==> src/rtl/fqr_pkg.sv <==
// Package: sizes, action codes and cell control types for the tag queue.
`timescale 1ns / 1ps

package fqr_pkg;

   localparam int DEPTH       = 16;
   localparam int VALUE_BITS  = 32;
   localparam int CNT_W       = $clog2(DEPTH + 1);
   localparam int ACTION_W    = 2;
   localparam int ITEM_W      = 32;
   localparam int OUT_VALUE_W = 32;
   localparam int COUNT_OUT_W = 5;

   typedef logic [VALUE_BITS-1:0] value_type;
   typedef logic [CNT_W-1:0]      count_type;

   typedef enum logic [ACTION_W-1:0] {
      ACT_ENQ = 2'd0,
      ACT_DEQ = 2'd1,
      ACT_DEL = 2'd2
   } action_type;

   // Broadcast to every cell in the cycle a command is taken.
   typedef struct packed {
      logic enq;   // append at the tail cell
      logic deq;   // every cell takes its right neighbor
      logic del;   // cells at or after the first match take their right neighbor
   } cell_ctrl_type;

   // Passed from cell i to cell i+1.
   typedef struct packed {
      logic occ;   // this cell holds an entry
      logic hit;   // a match was found here or to the left
   } cell_link_type;

endpackage

==> src/rtl/fqr_cell.sv <==
// One queue slot: holds an entry, compares it, and shifts left on removal.
`timescale 1ns / 1ps

module fqr_cell
   import fqr_pkg::*;
(
   input  logic          clock,
   input  cell_ctrl_type ctrl,
   input  value_type     op_value,
   input  logic          occupied,
   input  cell_link_type link_in,
   output cell_link_type link_out,
   input  value_type     right_entry,
   output value_type     entry
);

   value_type entry_ff;
   value_type entry_in;
   logic      match_here;
   logic      tail_here;
   logic      shift;

   always_comb begin
      match_here = occupied && (entry_ff == op_value);
      tail_here  = link_in.occ && !occupied;
      shift      = ctrl.deq || (ctrl.del && (link_in.hit || match_here));

      entry_in = entry_ff;
      if (shift) begin
         entry_in = right_entry;
      end else if (ctrl.enq && tail_here) begin
         entry_in = op_value;
      end

      link_out.occ = occupied;
      link_out.hit = link_in.hit || match_here;
   end

   always_ff @(posedge clock) begin
      entry_ff <= entry_in;
   end

   assign entry = entry_ff;

endmodule

==> src/rtl/fifo_queue_with_remove_by_value_unit.sv <==
// Top level: tag queue with enqueue, dequeue and delete-by-value over a row of cells.
`timescale 1ns / 1ps

// Channel   Ports                                        Transfer
// --------  -------------------------------------------  ---------------------------
// command   start, busy, req_action, req_item_value     start high while busy low
// result    rsp_valid, rsp_status, rsp_out_value,       rsp_valid high, one cycle
//           rsp_entry_count
//
// One command per clock. A command taken at an edge updates the cells and count
// at that edge; its result shows on the rsp_ ports for the following cycle.
// The whole match search is one compare in each cell plus a hit chain through
// the DEPTH cells, so that chain sets the clock period, not the rate.
// busy stays low: the next command may follow in the next cycle.
// Reset (synchronous) empties the queue; cell contents are not cleared, since
// only cells below the count are ever read. The receiver cannot stall.

module fifo_queue_with_remove_by_value_unit
   import fqr_pkg::*;
(
   input  logic                   clock,
   input  logic                   reset,
   input  logic                   start,
   output logic                   busy,
   input  logic [ACTION_W-1:0]    req_action,
   input  logic [ITEM_W-1:0]      req_item_value,
   output logic                   rsp_valid,
   output logic                   rsp_status,
   output logic [OUT_VALUE_W-1:0] rsp_out_value,
   output logic [COUNT_OUT_W-1:0] rsp_entry_count
);

   count_type                 count_ff;
   count_type                 count_in;
   logic                      valid_ff;
   logic                      valid_in;
   logic                      status_ff;
   logic                      status_in;
   logic [OUT_VALUE_W-1:0]    out_value_ff;
   logic [OUT_VALUE_W-1:0]    out_value_in;

   logic                      accept;
   value_type                 op_value;
   logic                      value_nz;
   logic                      enq_ok;
   logic                      deq_ok;
   logic                      del_req;
   logic                      del_ok;
   cell_ctrl_type             ctrl;

   value_type                 entries [DEPTH];
   value_type                 rights  [DEPTH];
   logic [DEPTH-1:0]          occupied;
   cell_link_type             links   [DEPTH+1];

   assign busy     = 1'b0;
   assign accept   = start && !busy;
   assign op_value = VALUE_BITS'(req_item_value);
   assign value_nz = (op_value != '0);

   // Command decode; unused action code falls to the error arm.
   always_comb begin
      enq_ok  = 1'b0;
      deq_ok  = 1'b0;
      del_req = 1'b0;
      unique case (action_type'(req_action))
         ACT_ENQ: begin
            enq_ok = accept && value_nz && (count_ff != CNT_W'(DEPTH));
         end
         ACT_DEQ: begin
            deq_ok = accept && (count_ff != '0);
         end
         ACT_DEL: begin
            del_req = accept && value_nz;
         end
         default: begin
         end
      endcase
   end

   assign ctrl.enq = enq_ok;
   assign ctrl.deq = deq_ok;
   assign ctrl.del = del_req;

   // Left edge of the chain: a virtual always-occupied cell with no hit.
   assign links[0].occ = 1'b1;
   assign links[0].hit = 1'b0;

   for (genvar i = 0; i < DEPTH; i++) begin : g_cell
      assign occupied[i] = (count_ff > CNT_W'(i));
      if (i == DEPTH - 1) begin : g_last
         assign rights[i] = '0;
      end else begin : g_mid
         assign rights[i] = entries[i+1];
      end

      fqr_cell u_cell (
         .clock       (clock),
         .ctrl        (ctrl),
         .op_value    (op_value),
         .occupied    (occupied[i]),
         .link_in     (links[i]),
         .link_out    (links[i+1]),
         .right_entry (rights[i]),
         .entry       (entries[i])
      );
   end

   // Delete succeeds when the hit chain found an occupied match.
   assign del_ok = del_req && links[DEPTH].hit;

   always_comb begin
      count_in = count_ff;
      if (enq_ok) begin
         count_in = count_ff + CNT_W'(1);
      end else if (deq_ok || del_ok) begin
         count_in = count_ff - CNT_W'(1);
      end

      valid_in     = accept;
      status_in    = !(enq_ok || deq_ok || del_ok);
      out_value_in = deq_ok ? OUT_VALUE_W'(entries[0]) : '0;
   end

   always_ff @(posedge clock) begin
      if (reset) begin
         count_ff <= '0;
         valid_ff <= 1'b0;
      end else begin
         count_ff <= count_in;
         valid_ff <= valid_in;
      end
   end

   always_ff @(posedge clock) begin
      status_ff    <= status_in;
      out_value_ff <= out_value_in;
   end

   // Count register holds the value after the last transfer, matching the result.
   assign rsp_valid       = valid_ff;
   assign rsp_status      = status_ff;
   assign rsp_out_value   = out_value_ff;
   assign rsp_entry_count = COUNT_OUT_W'(count_ff);

endmodule

==> config.mk <==
export PLATFORM = sky130hd
export DESIGN_NAME = fifo_queue_with_remove_by_value_unit
export DESIGN_NICKNAME = d
export VERILOG_FILES = /design/src/rtl/fqr_pkg.sv /design/src/rtl/fqr_cell.sv /design/src/rtl/fifo_queue_with_remove_by_value_unit.sv
export SDC_FILE = /design/constraint.sdc
export NUM_CORES = 1
export LEC_CHECK = 0
export BUFFER_PORTS_ARGS = -buffer_cell sky130_fd_sc_hd__buf_2
export CORE_MARGIN = 2
export CORE_UTILIZATION = 45
export CTS_CLUSTER_DIAMETER = 100
export DETAILED_ROUTE_END_ITERATION = 10
export PLACE_DENSITY_LB_ADDON = 0.08
export SLEW_MARGIN = 0
export SYNTH_ARGS = -nofsm -noshare
export SYNTH_HDL_FRONTEND = slang
export SYNTH_SLANG_ARGS = --single-unit
export TNS_END_PERCENT = 30
==> constraint.sdc <==
create_clock -name clock -period 15.7 [get_ports clock]
set_input_delay 2.355 -clock clock [delete_from_list [all_inputs] [get_ports clock]]
set_output_delay 2.355 -clock clock [all_outputs]
set_load 0.02 [all_outputs]
Word level (Yosys, flattened, before mapping)
Cells that the tools add are included.
{ "word_totals": {"out_inout_bits": 40, "regBits": 551, "in_bits": 37} }
{ "op_classes": {"n_mux": 35, "n_reduce_logical": 135, "eq_ne": 19, "magnitude_cmp": 16, "addsub": 2} }
{ "ops": {"columns": ["operator", "count"], "rows": [
  ["32-bit two-way mux", 30],
  ["32-bit == test", 16],
  ["1-bit logical AND", 66],
  ["5-bit by 4-bit greater-than comparator with 1-bit output (second input constant)", 8],
  ["1-bit logical OR", 33],
  ["2-bit nonzero test", 16],
  ["32-bit nonzero test", 1],
  ["5-bit by 3-bit greater-than comparator with 1-bit output (second input constant)", 4],
  ["1-bit logical NOT", 17],
  ["5-bit by 1-bit greater-than comparator with 1-bit output (second input constant)", 2],
  ["5-bit by 2-bit greater-than comparator with 1-bit output (second input constant)", 2],
  ["5-bit two-way mux", 2],
  ["5-bit by 1-bit adder with 5-bit output (second input constant)", 1],
  ["5-bit inequality test (second input constant)", 1],
  ["5-bit nonzero test", 1],
  ["5-bit by 1-bit subtractor with 5-bit output (second input constant)", 1],
  ["1-bit two-way mux", 3],
  ["2-bit by 1-bit == test with 1-bit output (second input constant)", 1],
  ["2-bit == test (second input constant)", 1],
  ["2-bit logical NOT", 1]
]} }

Depth between registers and ports, before layout
Gate-level depths: netlist of the first run.
{ "logic_depth": {"depth_word": 21, "ltp_mapped": 15, "ltp_nobuf": 11} }

Cells and area by module
Synthesis of the first run repeated with hierarchy kept, for this count alone.
{ "unflattened": {"cells_unflattened": 4195, "hier_area_um2": 41275.8} }
{ "by_module_without_submodules": {"columns": ["module", "cells_each", "area_per_inst_um2", "n_inst", "seq_area_each_um2"], "rows": [
  ["fqr_cell", 251, 2471.1, 16, 960.9],
  ["fifo_queue_with_remove_by_value_unit", 179, 1737.9, 1, 780.7]
]} }

Worst setup path after synthesis of the first run
No wires, ideal clock.
{ "synth_timing": {"kind": "input to register", "start": "in req_item_value[12]", "end": "reg g_cell[6].u_cell.entry_ff[0], enable pin", "required_time_ns": 15.189, "n_path_buf": 3, "arrival_ns": 6.755, "path_slack_ns": 8.434, "cell_stages": 9, "setup_ns": 0.511, "cell_sequence": "buf_2 > buf_4 > nor4_1 > nand4_1 > o21bai_1 > inv_1 > nand3_1 > clkbuf_1 > o41ai_1"} }
{ "synth_via": {"elab_chain_cells": 11, "word_cells_on_any_way": 29, "cone_classes": "eq/ne: 7; mux: 2; reduce/logical: 20"} }
{ "synth_lines": {"columns": ["item", "line", "rtl"], "rows": [
  ["start, declared", "fifo_queue_with_remove_by_value_unit.sv:26", "input logic [ITEM_W-1:0] req_item_value,"],
  ["32-bit == test", "fqr_cell.sv:24", "match_here = occupied && (entry_ff == op_value);"],
  ["1-bit logical AND", "fqr_cell.sv:24", null],
  ["1-bit logical OR (5 in series)", "fqr_cell.sv:36", "link_out.hit = link_in.hit || match_here;"],
  ["1-bit logical OR", "fqr_cell.sv:26", "shift = ctrl.deq || (ctrl.del && (link_in.hit || match_here));"],
  ["1-bit logical AND", "fqr_cell.sv:26", null],
  ["1-bit logical OR", "fqr_cell.sv:26", null],
  ["2-bit nonzero test (no line) *", null, null],
  ["end signal, assigned", "fqr_cell.sv:40", "entry_ff <= entry_in;"],
  ["end, declared", "fqr_cell.sv:17", "value_type entry_ff;"]
]} }
Every way passes the cells marked *; elsewhere a longest branch is shown, timed or not.
A chain may end at the register's enable or synchronous reset.

Worst setup path in the final report of the first run
{ "layout_timing": {"start": "in req_item_value[23]", "end": "reg g_cell[2].u_cell.entry_ff[3], enable pin"} }
{ "layout_via": {"elab_chain_cells": 7, "word_cells_on_any_way": 17, "cone_classes": "eq/ne: 3; mux: 2; reduce/logical: 12"} }
{ "layout_lines": {"columns": ["item", "line"], "rows": [
  ["32-bit == test", "fqr_cell.sv:24"],
  ["1-bit logical AND", "fqr_cell.sv:24"],
  ["1-bit logical OR", "fqr_cell.sv:36"],
  ["1-bit logical OR", "fqr_cell.sv:26"],
  ["1-bit logical AND", "fqr_cell.sv:26"],
  ["1-bit logical OR", "fqr_cell.sv:26"],
  ["2-bit nonzero test (no line) *", null],
  ["end signal, assigned", "fqr_cell.sv:40"],
  ["end, declared", "fqr_cell.sv:17"]
]} }
Marked as above.

==> results.toml, run 1 <==
[route]
drtPass1Iterations = 5
drt-vias-per-instance = 5.90
drcViolationCount = 0
post_drt_wl_per_cell_um = 30.5
maxUsedRoutingLayer = "met4"
wl_met3_mm = 8.07
detail-route-antenna-nets = 0
wl_met2_mm = 42.3
drtIter0Drc = 2077
drt_wl_total_mm = 96.2
vias = 18600
met1_length_mm = 42.2

[hold_path]
min_path_type = "reg2reg"

[grt]
overflow = 0
first_global_vias = 18300
track_usage_pct = 27.6
antenna_found_initial = 0
grt_first_pass_wirelength_mm = 137
grt_max_degree = 41

[cts]
root_buffer = "clkbuf_16"
cts.sinks = 551
cts_tree = "done"
cts_buffers = 61
cts_buffer_depth = 3
cts_resized = 0
clkTransAtPathRegs_ns = 0.06
post_cts_buffers = 0
cts_hold_buf = 0
clkLatencyLatePin_ns = 0.65
htreeDepth = 2

[synth]
synth_seq_cells = 551
synth_cell_types = 68
yosysWarningCount = 0
syn_nets = 2277
synth-edff-count = 480
avgSynthCellArea_sq_um = 13.5
ys_seq_area_share_pct = 52.7
ys.flop_type = "edfxtp_1"
synthArstFlopShare_pct = 0
syn_inst = 2234
syn_area_sq_um = 30100

[setup_path]
rr_worst_depth = 9
rrSetupSlack_ns = 10.00
crit_start = "req_item_value[23]"
path_class = "in2reg"
crit_required_ns = 15.78
endpoint_kind = "flip-flop"
cp_data_arrival_time_ns = 7.24
r2r_start = "rsp_entry_count[0]"
cp-start-kind = "input pin"
rr_endpoint = "g_cell[2].u_cell.entry[3]"
crit_end = "g_cell[2].u_cell.entry[3]"
crit_path_max_fanout = 34

[placed_design]
io_buffers = 75
gp_congestion = 0.886
dp_hpwl_mm = 64.0
placed_cell_area_sq_um = 30900
place_inst = 3033

[power]
switching_share_pct = 25.7
p_sw_uw = 901
p_comb_share_pct = 11.7
pwr-share-clk_pct = 39.8
p_int_mw = 2.61
p_seq_share_pct = 48.4
leakage_nw = 11.1
p_per_area_nw_per_um2 = 107
ir_drop_uv = 86.2

[die]
fp-row-count = 94
die_w_um = 262
start_util_pct = 45.6
core_area_sq_um = 66000
dieHeight_um = 262
dieArea_sq_um = 68900
ios = 77

[sta]
fin_crit_sh_pct = 45.6
finalCriticalPeriod_ns = 7.16
fin_worst_skew_ns = 0.0289
setup_tns_ns = 0
maxSlewHeadroom_pct = 18.6
worst_pin_slew_ns = 1.22
fmax_mhz = 140
slew_violations = 0
rsz0062_at_grt = "false"
finalSetupViolCount = 0
hold_viol_final = 0
hold_slack_ns = 0.486

[job]
cap_violations = 0

[final_layout]
nNetsFinal = 2275
drive_above_1_share_pct = 31.3
final_common_cell = "edfxtp_1"
fin_cells = 3148
final_cell_mix = "edfxtp_1 (480), mux2_2 (420), xor2_1 (292)"
synthToLayoutAreaGrowth_pct = 9.15
design_area_sq_um = 32800

[status]
status = "finished clean"
power by group through the flow:
stage,clock network (mW),registers (mW),logic [mW]
2_1_floorplan,0,1.72,0.289
3_3_place_gp,0,1.73,0.405
3_5_place_dp,0,1.73,0.405
4_1_cts,1.42,1.70,0.409
5_1_grt,1.48,1.70,0.435
6_report,1.40,1.70,0.412
how the worst min path moves through the flow:
stage                                      from  slack [ns]  depth (start not counted)                          end
detailed placement  g_cell[15].u_cell.entry[12]        0.48                          2  g_cell[15].u_cell.entry[12]
floorplan           g_cell[15].u_cell.entry[22]        0.46                          2  g_cell[15].u_cell.entry[22]
global route        g_cell[15].u_cell.entry[24]        0.51                          2  g_cell[15].u_cell.entry[24]
CTS                 g_cell[15].u_cell.entry[12]        0.48                          2  g_cell[15].u_cell.entry[12]
finish               g_cell[0].u_cell.entry[24]        0.49                          1            rsp_out_value[24]
global placement     g_cell[15].u_cell.entry[8]        0.47                          2   g_cell[15].u_cell.entry[8]
through the flow:
stage | utilization, % | worst slack [ns] | total power [mW]
final | 49.7 | 8.54 | 3.51
after global routing | 49.7 | 8.10 | 3.62
after CTS | 49.7 | 8.48 | 3.53
after detailed placement | 46.8 | 7.78 | 2.14
after global placement | 46.8 | 7.93 | 2.14
after floorplan | - | 8.43 | 2.00
kinds of logic after synthesis:
logic type               synth area share, %
flip-flops                              52.7
multiplexers                            18.4
XOR/XNOR                                14.9
buffers and inverters                   4.22
AND/OR/NAND/NOR                         7.30
other                                 0.0125
adder cells (fa/ha/maj)                0.250
AO/OA/AOI/OAI                           2.26
worst max-delay path, stage by stage:
cell and delay [ns]:
buf_2 0.09, buf_4 0.32, nor4_1 0.39, nand4_1 0.15, o21bai_1 0.24, inv_1 0.11
nand3_2 0.23, o21ba_2 0.84, o21a_1 0.23, buf_4 0.41, a21boi_4 0.85, nand2_1 0.99
layout make-up:
| cell class | count | area [sq um] |
|---|---|---|
| well taps | 864 | 1080 |
| clock buffers | 96 | 1810 |
| fillers | 5699 | 33200 |
| multi-input cells | 1473 | 13100 |
| repair buffers | 139 | 856 |
| inverters | 6 | 22.5 |
| flip-flops and latches | 551 | 15800 |
| clock inverters | 18 | 118 |
| diodes | 1 | 2.50 |
Yosys cell counts, types with 5 or more instances:
library cell / count / area share [%]
mux2_2: 420 / 16
and2_1: 33 / 0.69
buf_2: 73 / 1.2
a31oi_1: 6 / 0.12
nand4_1: 80 / 1.7
nor2_1: 18 / 0.22
mux2_1: 32 / 1.2
mux2_4: 29 / 1.4
ha_1: 6 / 0.25
nor3_1: 12 / 0.20
nand2_1: 81 / 1.0
nand3_1: 13 / 0.22
clkbuf_1: 57 / 0.71
buf_4: 47 / 1.2
o21ai_0: 7 / 0.12
buf_6: 24 / 0.90
or3_1: 5 / 0.10
inv_1: 6 / 0.075
and3_1: 7 / 0.15
edfxtp_1: 480 / 48
nor2b_1: 5 / 0.10
a21oi_1: 38 / 0.63
nor4_1: 98 / 2.0
xor2_1: 292 / 8.5
xnor2_1: 220 / 6.4
dfxtp_1: 71 / 4.7
state kept, by name, indices dropped and copies added, names as in the netlist:
| signal | flops |
|---|---|
| g_cell.u_cell.entry | 512 |
| rsp_entry_count | 5 |
| rsp_out_value | 32 |
| rsp_status | 1 |
| rsp_valid | 1 |
layer usage:
metal  global-route usage [%]  vias up
met5                        0        -
met4                     9.30        0
met3                     6.60      158
met2                     41.9      783
met1                     38.7     9455
li1                         -     8162
Note: power is estimated with default switching activity, not from simulation.
==> run 2, diff against run 1 <==
--- a/config.mk
+++ b/config.mk
@@ -5,6 +5,7 @@
 export SDC_FILE = /design/constraint.sdc
 export NUM_CORES = 1
 export LEC_CHECK = 0
+export ABC_AREA = 1
 export BUFFER_PORTS_ARGS = -buffer_cell sky130_fd_sc_hd__buf_2
 export CORE_MARGIN = 2
 export CORE_UTILIZATION = 45
==> constraint.sdc (replaced) <==
create_clock -name clock -period 7.4 [get_ports clock]
set_input_delay 1.11 -clock clock [delete_from_list [all_inputs] [get_ports clock]]
set_output_delay 1.11 -clock clock [all_outputs]
set_load 0.02 [all_outputs]
==> results.toml, run 2 <==
[status]
status = "finished clean"

[synth]
syn_inst = 3477
ys.flop_type = "edfxtp_1"
synth_cell_types = 60
avgSynthCellArea_sq_um = 8.93
synth_compound_area_share_pct = 9.66
synth.area.top_cells = "edfxtp_1 (46%), nand2_1 (11%), xnor2_1 (7.9%), o21ai_0 (7.2%), dfxtp_1 (4.6%)"
synthXorXnorAreaFrac_pct = 10.8
synth_fa_ha_area_share_pct = 0.242
synth_top_family_by_area = "simple AND/OR/NAND/NOR gates"
synth_top_area_cell = "edfxtp_1"
synth_most_common_cell = "nand2_1"
synthArstFlopShare_pct = 0
syn_nets = 3520
ys_seq_area_share_pct = 51.0
yosysWarningCount = 0
syn_area_sq_um = 31000
synth-simple-area-share_pct = 21.9
synth-edff-count = 480
synthDominantCellAreaShare_pct = 46.4
synth_seq_cells = 551
netlist_top_cells_count = "nand2_1 (908), edfxtp_1 (480), o21ai_0 (446)"
synthMuxAreaShare_pct = 0

[route]
drtPass1Iterations = 6
drcViolationCount = 0
detail-route-antenna-nets = 0
drt_wl_total_mm = 105
drtIter0Drc = 2077
vias = 24400
post_drt_wl_per_cell_um = 23.8
drt-vias-per-instance = 5.54

[cts]
cts_buffer_depth = 3
post_cts_buffers = 0
clkTransAtPathRegs_ns = 0.06
cts_buffers = 67
cts_tree = "done"
cts_hold_buf = 0
clkLatencyLatePin_ns = 0.62
cts_resized = 0
root_buffer = "clkbuf_16"
htreeDepth = 3
cts.sinks = 551

[grt]
first_global_vias = 23700
overflow = 0
grt_util_met1_pct = 32.2
busiest_layer = "met2"
grtUsageMet3_pct = 3.02
grt_max_degree = 66
grt_first_pass_wirelength_mm = 152
track_usage_pct = 29.5
antenna_found_initial = 1
grt_use_met2_pct = 55.2

[final_layout]
largest_reg_flops = 512
synthToLayoutAreaGrowth_pct = 10.3
drive_above_1_share_pct = 11.3
num_antenna_cells = 0
register_area_sq_um = 15800
fill_cells = 6368
nNetsFinal = 3510
multi_input_area_sq_um = 13400
final_cell_mix = "nand2_1 (906), edfxtp_1 (480), o21ai_0 (445)"
final_common_cell = "nand2_1"

[power]
finalPower_mw = 8.51
p_per_area_nw_per_um2 = 249
ir_drop_uv = 143
leakage_nw = 12.0

[setup_path]
endpoint_kind = "flip-flop"
path_class = "reg2reg"
crit_end = "g_cell[10].u_cell.entry[13]"
cp-start-kind = "flip-flop"
crit_start = "rsp_entry_count[1]"
crit_required_ns = 7.74
cp_data_arrival_time_ns = 5.85
rr_endpoint = "g_cell[10].u_cell.entry[13]"
r2r_start = "rsp_entry_count[1]"
rr_worst_depth = 16
crit_path_max_fanout = 65
rrSetupSlack_ns = 1.90

[sta]
rsz0062_at_grt = "false"
fmax_mhz = 182
maxSlewHeadroom_pct = 32.0
setup_tns_ns = 0
finalSetupViolCount = 0
worst_pin_slew_ns = 1.01
fin_crit_sh_pct = 74.4
hold_viol_final = 0
slew_violations = 0
hold_slack_ns = 0.516
finalCriticalPeriod_ns = 5.50
fin_worst_skew_ns = 0.0212

[die]
die_w_um = 267
start_util_pct = 45.3
fp-row-count = 96
dieHeight_um = 267
ios = 77
core_area_sq_um = 68500
dieArea_sq_um = 71100

[placed_design]
gp_congestion = 1.05
dp_hpwl_mm = 81.7
io_buffers = 75

[job]
cap_violations = 0

[hold_path]
min_path_type = "reg2reg"
-- run 2: how the worst min path moves through the flow --
stage,start,to,cells past startpoint
floorplan,g_cell[0].u_cell.entry[23],rsp_out_value[23],2
global placement,g_cell[0].u_cell.entry[14],rsp_out_value[14],2
detailed placement,g_cell[0].u_cell.entry[6],rsp_out_value[6],2
CTS,g_cell[0].u_cell.entry[9],rsp_out_value[9],2
global route,g_cell[0].u_cell.entry[14],rsp_out_value[14],2
finish,g_cell[0].u_cell.entry[20],rsp_out_value[20],2
-- run 2: routing by layer --
metal / routed length [um] / vias up / share of wire (%)
li1: - / 11700 / -
met1: 38800 / 11700 / 37
met2: 55100 / 782 / 53
met3: 4250 / 245 / 4.1
met4: 6730 / 0 / 6.4
met5: 0 / - / 0
-- run 2: final cells by class --
type,count,area share [%]
Sequential cell,551,46.2
Multi-Input combinational cell,2495,39.1
Clock buffer,100,5.77
Tap cell,882,3.22
Timing Repair Buffer,147,2.67
Inverter,205,2.29
Clock inverter,24,0.749
-- run 2: where the power goes --
group	switching [mW]	internal (mW)	leakage, nW
combinational	0.944	0.397	5.96
clock	1.37	2.00	1.09
sequential	0.141	3.66	4.96
total	2.46	6.06	12.0
-- run 2: critical path, cell delays in order (launching register included) --
cell and delay, ns:
dfxtp_1 0.38, inv_1 0.26, ha_1 0.35, nand2_1 0.36, nand4_1 0.17, buf_4 0.49, inv_1 0.34, nor2_4 0.74
nand4_4 0.24, nor2_8 0.23, nand4_4 0.10, buf_4 0.32, nor2_8 0.24, and3_1 0.45, inv_6 0.30, nand2_1 0.16
o21ai_2 0.06
-- run 2: per-stage QoR --
step | std cells | setup WS [ns] | utilization, % | area, sq um
final | 4404 | 1.90 | 50.0 | 34200
after global routing | 4404 | 1.54 | 50.0 | 34200
after detailed placement | 4280 | 1.58 | 46.8 | 32000
after CTS | 4404 | 1.91 | 50.0 | 34200
after global placement | 4280 | 1.65 | 46.8 | 32000
after floorplan | 3477 | 1.01 | - | 31000
-- run 2: logic make-up after synthesis --
kind of cell / count (synthesis)
xor gates and xnor gates: 384
AOI/OAI and AO/OA: 563
buffers and inverters: 431
other: 1
DFF: 551
and+or+nand+nor: 1541
adders and majority gates: 6
==> run 3, diff against run 2 <==
==> constraint.sdc (replaced) <==
create_clock -name clock -period 5 [get_ports clock]
set_input_delay 0.75 -clock clock [delete_from_list [all_inputs] [get_ports clock]]
set_output_delay 0.75 -clock clock [all_outputs]
set_load 0.02 [all_outputs]
==> results.toml, run 3 (same netlist as run 2, synthesis figures left out) <==
[die]
ios = 77
die_w_um = 267
dieHeight_um = 267
fp-row-count = 96
start_util_pct = 45.3
core_area_sq_um = 68500
dieArea_sq_um = 71100

[power]
leakage_nw = 12.2
switching_share_pct = 28.9
p_int_mw = 8.93
p_per_area_nw_per_um2 = 363
p_comb_share_pct = 16.2
p_sw_mw = 3.63
pwr-share-clk_pct = 39.0
ir_drop_uv = 211
p_seq_share_pct = 44.9

[route]
post_drt_wl_per_cell_um = 23.8
drt_wl_total_mm = 106
drtPass1Iterations = 6
vias = 24800
detail-route-antenna-nets = 0
drt-vias-per-instance = 5.56
wl_met3_mm = 4.19
maxUsedRoutingLayer = "met4"
drtIter0Drc = 2024
met1_length_mm = 39.0
wl_met2_mm = 55.5
drcViolationCount = 0

[placed_design]
gp_congestion = 0.998
dp_hpwl_mm = 82.5
io_buffers = 75
place_inst = 4329

[cts]
post_cts_buffers = 0
cts_hold_buf = 0
clkLatencyLatePin_ns = 0.62
root_buffer = "clkbuf_16"
clkTransAtPathRegs_ns = 0.06
cts.sinks = 551
cts_buffer_depth = 3
cts_resized = 0
cts_buffers = 67
htreeDepth = 3
cts_tree = "done"

[job]
cap_violations = 0

[setup_path]
critPathBufInv = 2
crit_path_top_delay_cell = "nand2_2"
cpPeakStageDelay_ns = 0.43
path_class = "reg2reg"
crit_family = "simple AND/OR/NAND/NOR gates"
endpoint_kind = "flip-flop"
worstPathCellList = "inv_1, ha_1, o21bai_1, nand2_1, nand3_1, nor2_1, nand3_1, nand4_1, nor2_1, nand4_1, nor2_1, nand4_1, nor2_1, nand4_1, nand2_2, nand2_2, buf_4, nor2_1"
crit_path_max_fanout = 23
critPathMostFrequentCell = "nor2_1"
cp-start-kind = "flip-flop"
crit_required_ns = 5.54
cp_data_arrival_time_ns = 4.73

[grt]
first_global_vias = 24100
overflow = 0
antenna_found_initial = 3
track_usage_pct = 30.0
grt_max_degree = 66
grt_first_pass_wirelength_mm = 155

[hold_path]
min_path_type = "in2reg"

[final_layout]
fin_cells = 4454
nNetsFinal = 3559
final_common_cell = "nand2_1"
synthToLayoutAreaGrowth_pct = 11.6
final_cell_mix = "nand2_1 (906), edfxtp_1 (480), o21ai_0 (445)"
largest_reg_flops = 512
fin_util_pct = 50.6
drive_above_1_share_pct = 12.3

[sta]
fin_worst_skew_ns = 0.0332
maxSlewHeadroom_pct = 25.5
hold_viol_final = 0
slew_violations = 0
rsz0062_at_grt = "false"
finalSetupViolCount = 0
worst_pin_slew_ns = 1.11
fmax_mhz = 238
finalCriticalPeriod_ns = 4.19
setup_tns_ns = 0
fin_crit_sh_pct = 83.9

[status]
status = "finished clean"
run 3: cell count changes in the layout (fill, tap and decap cells not counted):
cell and change:
bufinv_16 -1, buf_4 +43, diode_2 +1, clkbuf_8 +3
clkinv_1 +4, clkbuf_1 +4, clkinv_2 -6, buf_12 +6
clkbuf_16 -2, clkinvlp_4 -2
run 3: power by group through the flow:
stage	clock [mW]	combinational [mW]	sequential [mW]
after global routing	5.16	2.21	5.67
final	4.89	2.03	5.64
after floorplan	0	1.29	5.71
after detailed placement	0	2.02	5.73
after global placement	0	1.99	5.73
after CTS	4.97	2.03	5.63
run 3: worst paths after layout:
kind	start	to	slack [ns]	depth (start not counted)
setup / recovery	rsp_entry_count[1]	g_cell[15].u_cell.entry[27]	0.81	18
hold / removal	reset	rsp_valid	0.33	2
setup reg to reg	rsp_entry_count[1]	g_cell[15].u_cell.entry[27]	0.81	18
hold reg to reg	g_cell[0].u_cell.entry[10]	rsp_out_value[10]	0.52	2
run 3: through the flow:
step	setup WS, ns	total power [mW]	area (sq um)	hold slack, ns
after CTS	0.887	12.6	34600	0.312
after floorplan	-1.03	6.99	31000	0.479
after global routing	0.631	13.0	34600	0.328
after global placement	0.438	7.71	32500	0.492
final	0.806	12.6	34600	0.328
after detailed placement	0.419	7.75	32500	0.506
run 3: cell type report:
| cell class | count | area, sq um |
|---|---|---|
| antenna | 1 | 2.50 |
| multi-input combinational | 2495 | 13400 |
| timing repair buffer | 196 | 1360 |
| sequential | 551 | 15800 |
| tap | 882 | 1100 |
| fill | 6454 | 33800 |
| inverter | 205 | 786 |
| clock buffer | 105 | 1980 |
| clock inverter | 19 | 196 |
run 3: worst reg2reg max path, cell delays in order, from the launching register on:
cell and delay, ns:
dfxtp_1 0.37, inv_1 0.25, ha_1 0.29, o21bai_1 0.42
nand2_1 0.29, nand3_1 0.16, nor2_1 0.05, nand3_1 0.09
nand4_1 0.13, nor2_1 0.17, nand4_1 0.18, nor2_1 0.17
nand4_1 0.13, nor2_1 0.15, nand4_1 0.12, nand2_2 0.21
nand2_2 0.44, buf_4 0.38, nor2_1 0.12
run 3: routing by layer:
metal | global-route usage [%] | vias to the layer above
met5 | 0 | -
met4 | 19.2 | 0
met3 | 3.24 | 285
met2 | 55.7 | 844
met1 | 32.2 | 11800
li1 | - | 11900
